--- src/rtl/kmt_pkg.sv ---
package kmt_pkg;

  // Event codes carried on the result channel.
  localparam logic [2:0] EV_UP     = 3'd0;
  localparam logic [2:0] EV_DOWN   = 3'd1;
  localparam logic [2:0] EV_SELECT = 3'd2;
  localparam logic [2:0] EV_BACK   = 3'd3;
  localparam logic [2:0] EV_LEFT   = 3'd4;
  localparam logic [2:0] EV_RIGHT  = 3'd5;
  localparam logic [2:0] EV_CHAR   = 3'd6;

  localparam logic [15:0] TAP_TIMEOUT_RESET = 16'd900;

  // Role of one keypad switch: a navigation event or a digit key.
  typedef struct packed {
    logic       is_digit;
    logic [3:0] value;
  } key_role_t;

  // One result word.
  typedef struct packed {
    logic [2:0] event_code;
    logic [7:0] char_code;
    logic       last_event;
  } result_t;

  // Up to two result words caused by one scan.
  typedef struct packed {
    result_t    res0;
    result_t    res1;
    logic [1:0] count;
  } result_pair_t;

  // Fixed keypad layout, indexed by row*4+col.
  function automatic key_role_t key_role(input logic [3:0] idx);
    key_role_t r;
    r = '0;
    unique case (idx)
      4'd0:  r = '{1'b0, {1'b0, EV_BACK}};
      4'd1:  r = '{1'b0, {1'b0, EV_RIGHT}};
      4'd2:  r = '{1'b1, 4'd0};
      4'd3:  r = '{1'b0, {1'b0, EV_LEFT}};
      4'd4:  r = '{1'b0, {1'b0, EV_SELECT}};
      4'd5:  r = '{1'b1, 4'd9};
      4'd6:  r = '{1'b1, 4'd8};
      4'd7:  r = '{1'b1, 4'd7};
      4'd8:  r = '{1'b0, {1'b0, EV_DOWN}};
      4'd9:  r = '{1'b1, 4'd6};
      4'd10: r = '{1'b1, 4'd5};
      4'd11: r = '{1'b1, 4'd4};
      4'd12: r = '{1'b0, {1'b0, EV_UP}};
      4'd13: r = '{1'b1, 4'd3};
      4'd14: r = '{1'b1, 4'd2};
      4'd15: r = '{1'b1, 4'd1};
    endcase
    return r;
  endfunction

  // Number of characters in each digit's cycle.
  function automatic logic [2:0] cycle_len(input logic [3:0] digit);
    logic [2:0] n;
    case (digit)
      4'd0:                n = 3'd2;
      4'd1, 4'd7, 4'd9:    n = 3'd5;
      default:             n = 3'd4;
    endcase
    return n;
  endfunction

  // Character at a position of a digit's cycle; the first character sits in the top byte.
  function automatic logic [7:0] cycle_char(input logic [3:0] digit, input logic [2:0] pos);
    logic [39:0] str;
    logic [39:0] sh;
    case (digit)
      4'd0:    str = {" 0", 24'h0};
      4'd1:    str = "1.,?!";
      4'd2:    str = {"abc2", 8'h0};
      4'd3:    str = {"def3", 8'h0};
      4'd4:    str = {"ghi4", 8'h0};
      4'd5:    str = {"jkl5", 8'h0};
      4'd6:    str = {"mno6", 8'h0};
      4'd7:    str = "pqrs7";
      4'd8:    str = {"tuv8", 8'h0};
      4'd9:    str = "wxyz9";
      default: str = '0;
    endcase
    sh = str << {pos, 3'b000};
    return sh[39:32];
  endfunction

endpackage

--- src/rtl/keypad_multitap_text_entry_unit.sv ---
// Channel | Handshake             | Word
// in_     | in_valid / in_stall   | pressed_keys, now_ms (one keypad scan)
// out_    | out_valid / out_stall | event_code, char_code, last_event
// cfg_    | cfg_valid / cfg_ready | tap_timeout_ms (always ready)
//
// A scan is registered, decoded combinationally and moved into a two-entry result
// register; results then leave one word per cycle while out_stall is low, and a
// repeat tap (back then character) yields two words.
// Reset is synchronous and active low; it clears the tap state and sets the
// timeout to 900 ms. Input stall is high while a scan waits and the result register
// holds words that will not all leave this cycle (a second word, or out_stall).
module keypad_multitap_text_entry_unit #(
  parameter int TIME_WIDTH = 32
) (
  input  logic        clk,
  input  logic        rst_n,
  input  logic        in_valid,
  output logic        in_stall,
  input  logic [15:0] in_pressed_keys,
  input  logic [31:0] in_now_ms,
  output logic        out_valid,
  input  logic        out_stall,
  output logic [2:0]  out_event_code,
  output logic [7:0]  out_char_code,
  output logic        out_last_event,
  input  logic        cfg_valid,
  output logic        cfg_ready,
  input  logic [15:0] cfg_tap_timeout_ms
);

  logic                  s1_valid_r, s1_valid_nxt;
  logic [15:0]           pressed_r;
  logic [TIME_WIDTH-1:0] now_r;
  logic [15:0]           timeout_r;

  kmt_pkg::result_pair_t pair;
  kmt_pkg::result_t      res0_r, res1_r;
  logic [1:0]            cnt_r, cnt_nxt;

  logic in_acc, out_acc, load_ok, s1_adv;

  // Handshake decisions.
  assign out_valid = (cnt_r != 2'd0);
  assign out_acc   = out_valid && !out_stall;
  assign load_ok   = (cnt_r == 2'd0) || ((cnt_r == 2'd1) && out_acc);
  assign s1_adv    = s1_valid_r && load_ok;
  assign in_stall  = s1_valid_r && !load_ok;
  assign in_acc    = in_valid && !in_stall;
  assign cfg_ready = 1'b1;

  // Timeout register.
  always_ff @(posedge clk) begin
    if (!rst_n) begin
      timeout_r <= kmt_pkg::TAP_TIMEOUT_RESET;
    end else if (cfg_valid && cfg_ready) begin
      timeout_r <= cfg_tap_timeout_ms;
    end
  end

  // Input register.
  assign s1_valid_nxt = in_acc || in_stall;

  always_ff @(posedge clk) begin
    if (!rst_n) begin
      s1_valid_r <= 1'b0;
    end else begin
      s1_valid_r <= s1_valid_nxt;
    end
  end

  always_ff @(posedge clk) begin
    if (in_acc) begin
      pressed_r <= in_pressed_keys;
      now_r     <= in_now_ms[TIME_WIDTH-1:0];
    end
  end

  kmt_tap_logic #(
    .TIME_WIDTH (TIME_WIDTH)
  ) u_tap (
    .clk            (clk),
    .rst_n          (rst_n),
    .step           (s1_adv),
    .pressed_keys   (pressed_r),
    .now_ms         (now_r),
    .tap_timeout_ms (timeout_r),
    .pair           (pair)
  );

  // Result register: holds up to two words and drains one per cycle while out_stall is low.
  always_comb begin
    cnt_nxt = cnt_r;
    if (s1_adv) begin
      cnt_nxt = pair.count;
    end else if (out_acc) begin
      cnt_nxt = cnt_r - 2'd1;
    end
  end

  always_ff @(posedge clk) begin
    if (!rst_n) begin
      cnt_r <= '0;
    end else begin
      cnt_r <= cnt_nxt;
    end
  end

  always_ff @(posedge clk) begin
    if (s1_adv) begin
      res0_r <= pair.res0;
      res1_r <= pair.res1;
    end else if (out_acc) begin
      res0_r <= res1_r;
    end
  end

  assign out_event_code = res0_r.event_code;
  assign out_char_code  = res0_r.char_code;
  assign out_last_event = res0_r.last_event;

endmodule

--- src/rtl/kmt_tap_logic.sv ---
module kmt_tap_logic #(
  parameter int TIME_WIDTH = 32
) (
  input  logic                    clk,
  input  logic                    rst_n,
  input  logic                    step,
  input  logic [15:0]             pressed_keys,
  input  logic [TIME_WIDTH-1:0]   now_ms,
  input  logic [15:0]             tap_timeout_ms,
  output kmt_pkg::result_pair_t   pair
);

  logic [4:0]            previous_key_r, previous_key_nxt;
  logic [4:0]            last_tap_key_r, last_tap_key_nxt;
  logic [2:0]            tap_position_r, tap_position_nxt;
  logic [TIME_WIDTH-1:0] last_tap_time_r, last_tap_time_nxt;

  logic [3:0]            key_idx;
  logic                  key_any;
  logic [4:0]            key;
  kmt_pkg::key_role_t    role;
  logic [TIME_WIDTH-1:0] elapsed;
  logic                  repeat_tap;
  logic [2:0]            pos_inc;
  logic [2:0]            pos_new;
  logic [7:0]            ch;

  // The highest pressed switch wins.
  always_comb begin
    key_idx = '0;
    key_any = 1'b0;
    for (int i = 0; i < 16; i++) begin
      if (pressed_keys[i]) begin
        key_idx = 4'(i);
        key_any = 1'b1;
      end
    end
  end

  assign key = key_any ? ({1'b0, key_idx} + 5'd1) : 5'd0;
  assign role = kmt_pkg::key_role(key_idx);

  // Repeat detection over the wrapping millisecond clock.
  assign elapsed    = now_ms - last_tap_time_r;
  assign repeat_tap = (key == last_tap_key_r) &&
                      (elapsed < {{(TIME_WIDTH-16){1'b0}}, tap_timeout_ms});
  assign pos_inc    = tap_position_r + 3'd1;

  always_comb begin
    pos_new = repeat_tap ? pos_inc : 3'd0;
    if (pos_new >= kmt_pkg::cycle_len(role.value)) begin
      pos_new = 3'd0;
    end
  end

  assign ch = kmt_pkg::cycle_char(role.value, pos_new);

  // Results and next state for the scan at the input.
  always_comb begin
    pair              = '0;
    previous_key_nxt  = previous_key_r;
    last_tap_key_nxt  = last_tap_key_r;
    tap_position_nxt  = tap_position_r;
    last_tap_time_nxt = last_tap_time_r;
    if (key != previous_key_r) begin
      previous_key_nxt = key;
      if (key_any) begin
        if (!role.is_digit) begin
          last_tap_key_nxt = 5'd0;
          pair.count       = 2'd1;
          pair.res0        = '{role.value[2:0], 8'h00, 1'b1};
        end else begin
          last_tap_key_nxt  = key;
          last_tap_time_nxt = now_ms;
          tap_position_nxt  = pos_new;
          if (repeat_tap) begin
            pair.count = 2'd2;
            pair.res0  = '{kmt_pkg::EV_BACK, 8'h00, 1'b0};
            pair.res1  = '{kmt_pkg::EV_CHAR, ch, 1'b1};
          end else begin
            pair.count = 2'd1;
            pair.res0  = '{kmt_pkg::EV_CHAR, ch, 1'b1};
          end
        end
      end
    end
  end

  // Tap state advances only when the scan moves on to the result stage.
  always_ff @(posedge clk) begin
    if (!rst_n) begin
      previous_key_r  <= '0;
      last_tap_key_r  <= '0;
      tap_position_r  <= '0;
      last_tap_time_r <= '0;
    end else if (step) begin
      previous_key_r  <= previous_key_nxt;
      last_tap_key_r  <= last_tap_key_nxt;
      tap_position_r  <= tap_position_nxt;
      last_tap_time_r <= last_tap_time_nxt;
    end
  end

endmodule
--- config.mk ---
export PLATFORM = sky130hd
export DESIGN_NAME = keypad_multitap_text_entry_unit
export DESIGN_NICKNAME = d
export VERILOG_FILES = /design/src/rtl/kmt_pkg.sv /design/src/rtl/keypad_multitap_text_entry_unit.sv /design/src/rtl/kmt_tap_logic.sv
export SDC_FILE = /design/constraint.sdc
export NUM_CORES = 1
export LEC_CHECK = 0
export BUFFER_PORTS_ARGS = -buffer_cell sky130_fd_sc_hd__buf_2
export CORE_UTILIZATION = 54
export DETAILED_ROUTE_END_ITERATION = 6
export GPL_ROUTABILITY_DRIVEN = 0
export GPL_TIMING_DRIVEN = 0
export PLACE_DENSITY = 0.77
export SETUP_SLACK_MARGIN = 0.3
export SLEW_MARGIN = 30
export SYNTH_ARGS = -nofsm -noshare
export SYNTH_HDL_FRONTEND = slang
export SYNTH_SLANG_ARGS = --single-unit
--- constraint.sdc ---
create_clock -name clk -period 6.7 [get_ports clk]
set_input_delay 1.34 -clock clk [delete_from_list [all_inputs] [get_ports clk]]
set_output_delay 1.34 -clock clk [all_outputs]
set_load 0.01 [all_outputs]
==> impl_metrics.ini, run 1 <==
[timing]
tightest_slew_ns = 1.04
max_freq_ghz = 0.158
setup_viol = 0
hold_viol_final = 0
rsz0062_at_grt = yes
worst_slack_ns = 0.381
drv_slew = 0
finalWorstPathRequiredPeriod_ns = 6.32
clock_skew_ns = 0.0164
finalCritPeriodShare = 0.943
relSlewSlack = 0.303
tns_ns = 0
whs_ns = 0.460

[clock_tree]
numCtsBuffers = 17
cts_tree = built
hold_buffers = 0
clock-sinks = 131
cts-root-buf = clkbuf_16
clock_latency_ns = 0.43
htreeDepth = 4
clk_pin_slew_ns = 0.06
cts_max_path_buffers = 2

[setup_path]
critPathRequiredTime_ns = 6.95
start_kind = register
slowest_delay_ns = 0.52
path_buf_inv = 3
worstSetupPathType = reg2reg
worstPathMaxFanout = 8
reg2reg_setup_slack_ns = 0.38
arrival_ns = 6.57
cp_slowest_cell = or4_4
worst_path_dominant_cell_family = compound AO/OA/AOI/OAI gates
end_kind = register

[drt]
ant_nets = 0
routed_wl_mm = 19.7
wl_per_cell_um = 15.5
routed_via_density = 5.83
dr.pass1.iters = 6
vias = 7433
drt_iter0_markers = 614
post-route-drc-count = 0

[logic_synthesis]
async_reset_ff_frac = 0
netlist_area_um2 = 8400
synth_top_area_frac = 0.240
yosys_register_bits = 131
yosysWarnings = 0
synth_area_leader_cell = edfxtp_1
synth_edf_count = 67
avgSynthCellArea_um2 = 8.78
seq_area_frac_synth = 0.392
synthFlopType = edfxtp_1
synth_cell_types = 75
synth_cells = 956
yosys-top-cells-area = edfxtp_1 24%, dfxtp_1 15%, ha_1 8.9%
synth_nets = 1086

[power]
power_mw = 2.92
vdd_drop_max_mv = 0.306
p_leak_nw = 3.94
combPwrFrac = 0.343
switching_power_mw = 0.992
p_sw_frac = 0.340
p_per_area_nw_per_um2 = 292
pwr-share-seq = 0.346
pwr-share-clk = 0.311
p_int_mw = 1.92

[grt]
grt_usage = 0.252
grt_pass1_vias = 6979
grt_max_degree = 27
grt_pass1_wl_mm = 32.2
antenna_found_initial = 0
grt-ovfl-total = 0

[cells_and_area]
finalNetCount = 1203
layout_commonest_cell = nand2_1
final_cell_mix = 129 x nand2_1, 81 x buf_2, 67 x inv_1, 67 x edfxtp_1, 64 x dfxtp_1
fillers = 1249
drive_gt1_frac = 0.169
fin_area_um2 = 10000
diodes = 0
syn2layout_area_growth_pct = 19.1

[worst_hold_path]
min_path_type = reg2reg

[placed_design]
dp_hpwl_mm = 14.5
port_buffers = 79
dp_slack_ns = -0.497
dpl_cell_area_um2 = 9140

[status]
status = completed

[flow_run]
timing.max_cap.violations = 0

[floorplan]
dieArea_um2 = 16100
io_pins = 84
die-width_um = 127
core_area_um2 = 15200
die_h_um = 127
num_rows = 45
initial_utilization = 0.552
[final cells by class]
| type | instances | area, µm² | share of cell area |
|---|---|---|---|
| Timing Repair Buffer | 98 | 586 | 0.0586 |
| Multi-Input combinational cell | 715 | 4850 | 0.485 |
| Sequential cell | 131 | 3290 | 0.329 |
| Tap cell | 188 | 235 | 0.0235 |
| Clock buffer | 23 | 532 | 0.0532 |
| Clock inverter | 9 | 62.6 | 0.00626 |
| Inverter | 68 | 255 | 0.0255 |
| Buffer | 42 | 189 | 0.0189 |
[cell families (layout without fill, tap and decap cells)]
kind of cell,count (synthesis),after routing,synth area share
muxes,14,14,0.0168
buffers and inverters,110,240,0.0521
adders and majority gates,62,62,0.0930
AOI/OAI and AO/OA,265,265,0.215
and+or+nand+nor,341,341,0.198
other,2,2,0.000894
xor gates and xnor gates,31,31,0.0323
DFF,131,131,0.392
[cell usage after synthesis, drive strengths merged (5+ instances only)]
cell type  instances
a211oi             8
a21boi            43
a21o              17
a21oi             60
a221oi             5
a31oi              7
and2              12
and3              13
buf                7
clkbuf            35
dfxtp             64
edfxtp            67
ha                60
inv               68
mux2i             13
nand2            131
nand2b             9
nand3             15
nand4             17
nor2              60
nor2b             17
nor3              23
nor4              11
o211ai            14
o21a               9
o21ai             46
o21bai             5
o22ai              6
o31ai              6
or2                5
or3                6
or4               10
xnor2             15
xor2              16
[power by group through the flow]
stage	clock network (mW)	logic (mW)	registers (mW)
floorplan	0	0.685	1.03
global placement	0	0.901	1.03
detailed placement	0	0.942	1.02
CTS	0.922	0.960	1.01
global route	0.957	1.11	1.02
finish	0.905	1.00	1.01
[worst reg2reg max path: cells and delay by family, from the launching register on]
kind / cells / cell delay, ns
buffers and inverters: 3 / 0.30
xor gates and xnor gates: 1 / 0.15
adders and majority gates: 4 / 1.07
AOI/OAI and AO/OA: 11 / 2.13
and+or+nand+nor: 12 / 2.10
DFF: 1 / 0.38
[metrics by stage]
step | cells | utilization
CTS | 1266 | 0.648
global route | 1274 | 0.658
global placement | 1223 | 0.596
finish | 1274 | 0.658
floorplan | 956 | -
detailed placement | 1226 | 0.601
[repair_timing]
| action | 4_1_cts | 5_1_grt |
|---|---|---|
| endpoints found under the setup margin | 10 | 10 |
| pin swaps | 15 | 32 |
| setup buffers | 8 | 8 |
| gates resized for setup | 16 | 25 |
[flip-flops by register name (all words and copies together) (netlist names)]
signal / count
cnt_r: 2
now_r: 32
out_char_code: 7
out_event_code: 3
out_last_event: 1
pressed_r: 16
res1_r: 8
s1_valid_r: 1
timeout_r: 16
u_tap.last_tap_key_r: 5
u_tap.last_tap_time_r: 32
u_tap.previous_key_r: 5
u_tap.tap_position_r: 3
[per-layer routing]
layer | vias up | wire, µm | global-route usage
met5 | - | 0 | 0
met4 | 0 | 473 | 0.100
met3 | 52 | 911 | 0.0472
met2 | 263 | 9390 | 0.430
met1 | 3422 | 8920 | 0.316
li1 | 3696 | - | -
[path summary, 6_finish.rpt]
kind	startpoint	to	depth (start not counted)
worst min register to register	u_tap.last_tap_time_r[22]	u_tap.last_tap_time_r[22]	2
worst min-delay path	u_tap.last_tap_time_r[22]	u_tap.last_tap_time_r[22]	2
worst max register to register	now_r[0]	res1_r[1]	31
worst max-delay path	now_r[0]	res1_r[1]	31
(Power assumes the default switching activity.)
==> run 2: changes to the inputs <==
--- a/config.mk
+++ b/config.mk
@@ -6,11 +6,12 @@
 export NUM_CORES = 1
 export LEC_CHECK = 0
 export BUFFER_PORTS_ARGS = -buffer_cell sky130_fd_sc_hd__buf_2
+export CORE_MARGIN = 1
 export CORE_UTILIZATION = 54
 export DETAILED_ROUTE_END_ITERATION = 6
 export GPL_ROUTABILITY_DRIVEN = 0
 export GPL_TIMING_DRIVEN = 0
-export PLACE_DENSITY = 0.77
+export PLACE_DENSITY = 0.74
 export SETUP_SLACK_MARGIN = 0.3
 export SLEW_MARGIN = 30
 export SYNTH_ARGS = -nofsm -noshare
==> run 2 against run 1 <==
  * Final area increased by 0.94%
  * Wire length increased by 3.8%
  * Sequential power about the same
  * Largest power group is now combinational logic
==> impl_metrics.ini, run 2 (same netlist as run 1, synthesis figures left out) <==
[floorplan]
die_h_um = 127
num_rows = 45
core_area_um2 = 15200
die-width_um = 127
dieArea_um2 = 16100
initial_utilization = 0.552
io_pins = 84

[cells_and_area]
finalCoreUtilization = 0.664
drive_gt1_frac = 0.178
layout_commonest_cell = nand2_1
fillers = 1247
multi_input_area_um2 = 4890
finalNetCount = 1205
seqCellArea_um2 = 3290
final_cell_mix = 128 x nand2_1, 81 x buf_2, 67 x inv_1, 67 x edfxtp_1, 64 x dfxtp_1
fin_area_um2 = 10100
diodes = 0
syn2layout_area_growth_pct = 20.2
reg_top3 = now_r: 32 flops, u_tap.last_tap_time_r: 32 flops

[setup_path]
startpoint = now_r[0]
worstSetupPathType = reg2reg
end_kind = register
worstPathMaxFanout = 4
slowest_delay_ns = 0.53
cp_slowest_cell = or4_4
timing.rr.start = now_r[0]
critPathRequiredTime_ns = 6.96
start_kind = register
arrival_ns = 6.64

[drt]
routed_wl_mm = 20.4
dr.pass1.iters = 6
wl_per_cell_um = 16.0
post-route-drc-count = 0
routed_via_density = 5.88
ant_nets = 0
vias = 7505
drt_iter0_markers = 638

[power]
p_per_area_nw_per_um2 = 295
vdd_drop_max_mv = 0.252
p_leak_nw = 3.95
power_mw = 2.98

[grt]
grt_usage = 0.255
grt_max_degree = 27
grt-ovfl-total = 0
grt_pass1_vias = 6968
grt_pass1_wl_mm = 32.5
antenna_found_initial = 0

[timing]
whs_ns = 0.460
hold_viol_final = 0
relSlewSlack = 0.291
max_freq_ghz = 0.157
clock_skew_ns = 0.00687
tightest_slew_ns = 1.06
finalCritPeriodShare = 0.952
rsz0062_at_grt = yes
finalWorstPathRequiredPeriod_ns = 6.38
drv_slew = 0
setup_viol = 0

[clock_tree]
numCtsBuffers = 17
cts_tree = built
hold_buffers = 0
cts_max_path_buffers = 2
clock-sinks = 131
clock_latency_ns = 0.43
htreeDepth = 4
cts-root-buf = clkbuf_16
clk_pin_slew_ns = 0.06

[flow_run]
timing.max_cap.violations = 0

[placed_design]
dpl_cell_area_um2 = 9140
dp_hpwl_mm = 14.6
port_buffers = 79

[worst_hold_path]
hold_start = u_tap.last_tap_time_r[14]
min_path_type = reg2reg

[status]
status = completed
-- run 2: cell count changes in the layout (fill, tap and decap cells not counted), moves of 2 or more --
cell	change
a21oi_2	+4
clkbuf_16	+2
inv_4	-3
buf_4	+2
a21oi_1	-4
nand2_2	+2
-- run 2: layout make-up --
cell class | instances | area share
Buffer | 42 | 0.0191
Clock buffer | 25 | 0.0567
Clock inverter | 7 | 0.00533
Inverter | 68 | 0.0253
Multi-Input combinational cell | 715 | 0.485
Sequential cell | 131 | 0.326
Tap cell | 188 | 0.0233
Timing Repair Buffer | 100 | 0.0595
-- run 2: metrics by stage --
stage                     cells  worst slack, ns  TNS (ns)
final                      1276            0.322         0
after global routing       1276            0.125         0
after CTS                  1265            0.308         0
after detailed placement   1226           -0.560     -2.71
after global placement     1223           -0.492     -2.30
after floorplan             956            0.339         0
-- run 2: worst max-delay path: cells and delay by family, from the launching register on --
family,cells,cell delay [ns]
AND/OR/NAND/NOR,12,2.40
AO/OA/AOI/OAI,11,1.88
adder cells (fa/ha/maj),4,1.07
flip-flops,1,0.40
buffers and inverters,3,0.26
XOR/XNOR,1,0.17
-- run 2: metal layers --
metal / share of wire / track usage / vias to the layer above
li1: - / - / 3705
met1: 0.44 / 0.311 / 3441
met2: 0.48 / 0.434 / 279
met3: 0.051 / 0.0451 / 80
met4: 0.037 / 0.130 / 0
met5: 0 / 0 / -
-- run 2: power breakdown --
part | internal (mW) | switching (mW)
clock | 0.596 | 0.356
combinational | 0.407 | 0.609
sequential | 0.961 | 0.0478
-- run 2: repair_timing --
action,in CTS,in global routing
buffers inserted,7,11
pin swaps,14,36
resized for setup,17,34
setup endpoints to repair,10,8
-- run 2: final timing paths --
| kind | endpoint | depth (start not counted) | slack, ns |
|---|---|---|---|
| max | res1_r[5] | 31 | 0.32 |
| min | u_tap.last_tap_time_r[14] | 2 | 0.46 |
| max reg2reg | res1_r[5] | 31 | 0.32 |
| min reg2reg | u_tap.last_tap_time_r[14] | 2 | 0.46 |
==> run 3: changes to the inputs <==
--- a/config.mk
+++ b/config.mk
@@ -5,7 +5,7 @@
 export SDC_FILE = /design/constraint.sdc
 export NUM_CORES = 1
 export LEC_CHECK = 0
-export BUFFER_PORTS_ARGS = -buffer_cell sky130_fd_sc_hd__buf_2
+export BUFFER_PORTS_ARGS = -buffer_cell sky130_fd_sc_hd__buf_4
 export CORE_MARGIN = 1
 export CORE_UTILIZATION = 54
 export DETAILED_ROUTE_END_ITERATION = 6
==> run 3 against run 2 <==
  * Hold slack improved by 0.0033 ns
  * Fmax is 3.2% higher
  * Worst setup slack improved by 0.20 ns
  * Via count shrank 1.4%
  * Critical path depth decreased by 3
  * Non-clock buffer count is 3 lower
  * Wire length fell by 3.4%
  * Sequential power barely moved
  * Die area stayed put
  * Final area up 0.69%
==> impl_metrics.ini, run 3 (same netlist as run 1, synthesis figures left out) <==
[cells_and_area]
finalNetCount = 1202
reg_top3 = now_r: 32 flops, u_tap.last_tap_time_r: 32 flops
drive_gt1_frac = 0.168
fillers = 1288
diodes = 0
layout_commonest_cell = nand2_1
syn2layout_area_growth_pct = 21.0
final_cell_mix = 130 x nand2_1, 94 x buf_4, 67 x inv_1, 67 x edfxtp_1, 64 x dfxtp_1

[timing]
max_freq_ghz = 0.162
relSlewSlack = 0.364
clock_skew_ns = 0.0113
whs_ns = 0.463
drv_slew = 0
finalCritPeriodShare = 0.922
hold_viol_final = 0
setup_viol = 0
tns_ns = 0
rsz0062_at_grt = yes
finalWorstPathRequiredPeriod_ns = 6.18
tightest_slew_ns = 0.952

[floorplan]
dieArea_um2 = 16100
die-width_um = 127
num_rows = 45
core_area_um2 = 15200
die_h_um = 127
initial_utilization = 0.552
io_pins = 84

[clock_tree]
cts_max_path_buffers = 2
cts_tree = built
numCtsBuffers = 17
htreeDepth = 4
clock_latency_ns = 0.42
cts-root-buf = clkbuf_16
clk_pin_slew_ns = 0.06
hold_buffers = 0
clock-sinks = 131

[setup_path]
slowest_delay_ns = 0.52
start_kind = register
arrival_ns = 6.33
end_kind = register
cp_slowest_cell = or4_4
critPathRequiredTime_ns = 6.85
worstSetupPathType = reg2reg
worstPathMaxFanout = 5

[grt]
grt_pass1_vias = 6920
grt_max_degree = 27
grt_usage = 0.255
grt_pass1_wl_mm = 32.7
grt-ovfl-total = 0
antenna_found_initial = 0

[drt]
post-route-drc-count = 0
wl_per_cell_um = 15.5
vias = 7397
dr.pass1.iters = 6
drt_iter0_markers = 682
ant_nets = 0
routed_via_density = 5.81
routed_wl_mm = 19.7

[placed_design]
dp_hpwl_mm = 14.5
port_buffers = 79

[worst_hold_path]
min_path_type = reg2reg

[power]
p_leak_nw = 3.98
vdd_drop_max_mv = 0.308
p_per_area_nw_per_um2 = 285

[status]
status = completed

[flow_run]
timing.max_cap.violations = 0
[run 3: cell types whose count changed in the layout (fill, tap and decap cells not counted), moves of 3 or more]
cell / previous run / this run
clkbuf_16: 22 / 19
clkinv_4: 4 / 1
clkinv_2: 1 / 5
buf_2: 81 / 2
buf_4: 19 / 94
[run 3: area by class of cell]
cell class,instances,area (µm²),share of cell area
inverter,68,255,0.0251
timing repair buffer,97,779,0.0767
multi-input combinational,715,4840,0.476
sequential,131,3290,0.324
tap,188,235,0.0231
buffer,42,193,0.0190
clock buffer,24,518,0.0510
clock inverter,8,46.3,0.00456
[run 3: per-stage QoR]
stage | utilization | instance area [µm²] | instances | setup WS (ns) | power (mW)
floorplan | - | 8430 | 956 | 0.339 | 1.71
global route | 0.668 | 10200 | 1273 | 0.254 | 3.08
global placement | 0.609 | 9260 | 1223 | -0.480 | 1.95
CTS | 0.659 | 10000 | 1265 | 0.316 | 2.88
finish | 0.668 | 10200 | 1273 | 0.520 | 2.90
detailed placement | 0.614 | 9340 | 1226 | -0.501 | 1.99
[run 3: layer usage]
layer / global-route usage / share of wire / wire length [µm] / vias to the layer above
li1: - / - / - / 3695
met1: 0.319 / 0.44 / 8610 / 3390
met2: 0.434 / 0.48 / 9450 / 259
met3: 0.0590 / 0.055 / 1100 / 53
met4: 0.0903 / 0.030 / 595 / 0
met5: 0 / 0 / 0 / -
[run 3: where the power goes]
part           internal, mW  total [mW]  switching (mW)
combinational         0.426        1.02           0.595
clock                 0.537       0.869           0.331
sequential            0.961        1.01          0.0487
[run 3: timing repair]
action | in CTS | in global routing
setup buffers | 7 | 8
pin swaps | 11 | 29
endpoints found under the setup margin | 10 | 10
resized for setup | 19 | 24
[run 3: path summary, 6_finish.rpt]
kind | startpoint | endpoint | slack [ns] | cells past startpoint
hold / removal | u_tap.last_tap_time_r[27] | u_tap.last_tap_time_r[27] | 0.46 | 2
setup reg to reg | now_r[0] | res1_r[3] | 0.52 | 28
hold reg to reg | u_tap.last_tap_time_r[27] | u_tap.last_tap_time_r[27] | 0.46 | 2
setup / recovery | now_r[0] | res1_r[3] | 0.52 | 28
[run 3: worst max-delay path: cells and delay by family (launching register included)]
family | cells | cell delay [ns]
AOI/OAI and AO/OA | 11 | 1.90
xor gates and xnor gates | 1 | 0.16
buffers and inverters | 2 | 0.11
and+or+nand+nor | 10 | 2.31
adders and majority gates | 4 | 1.06
DFF | 1 | 0.38
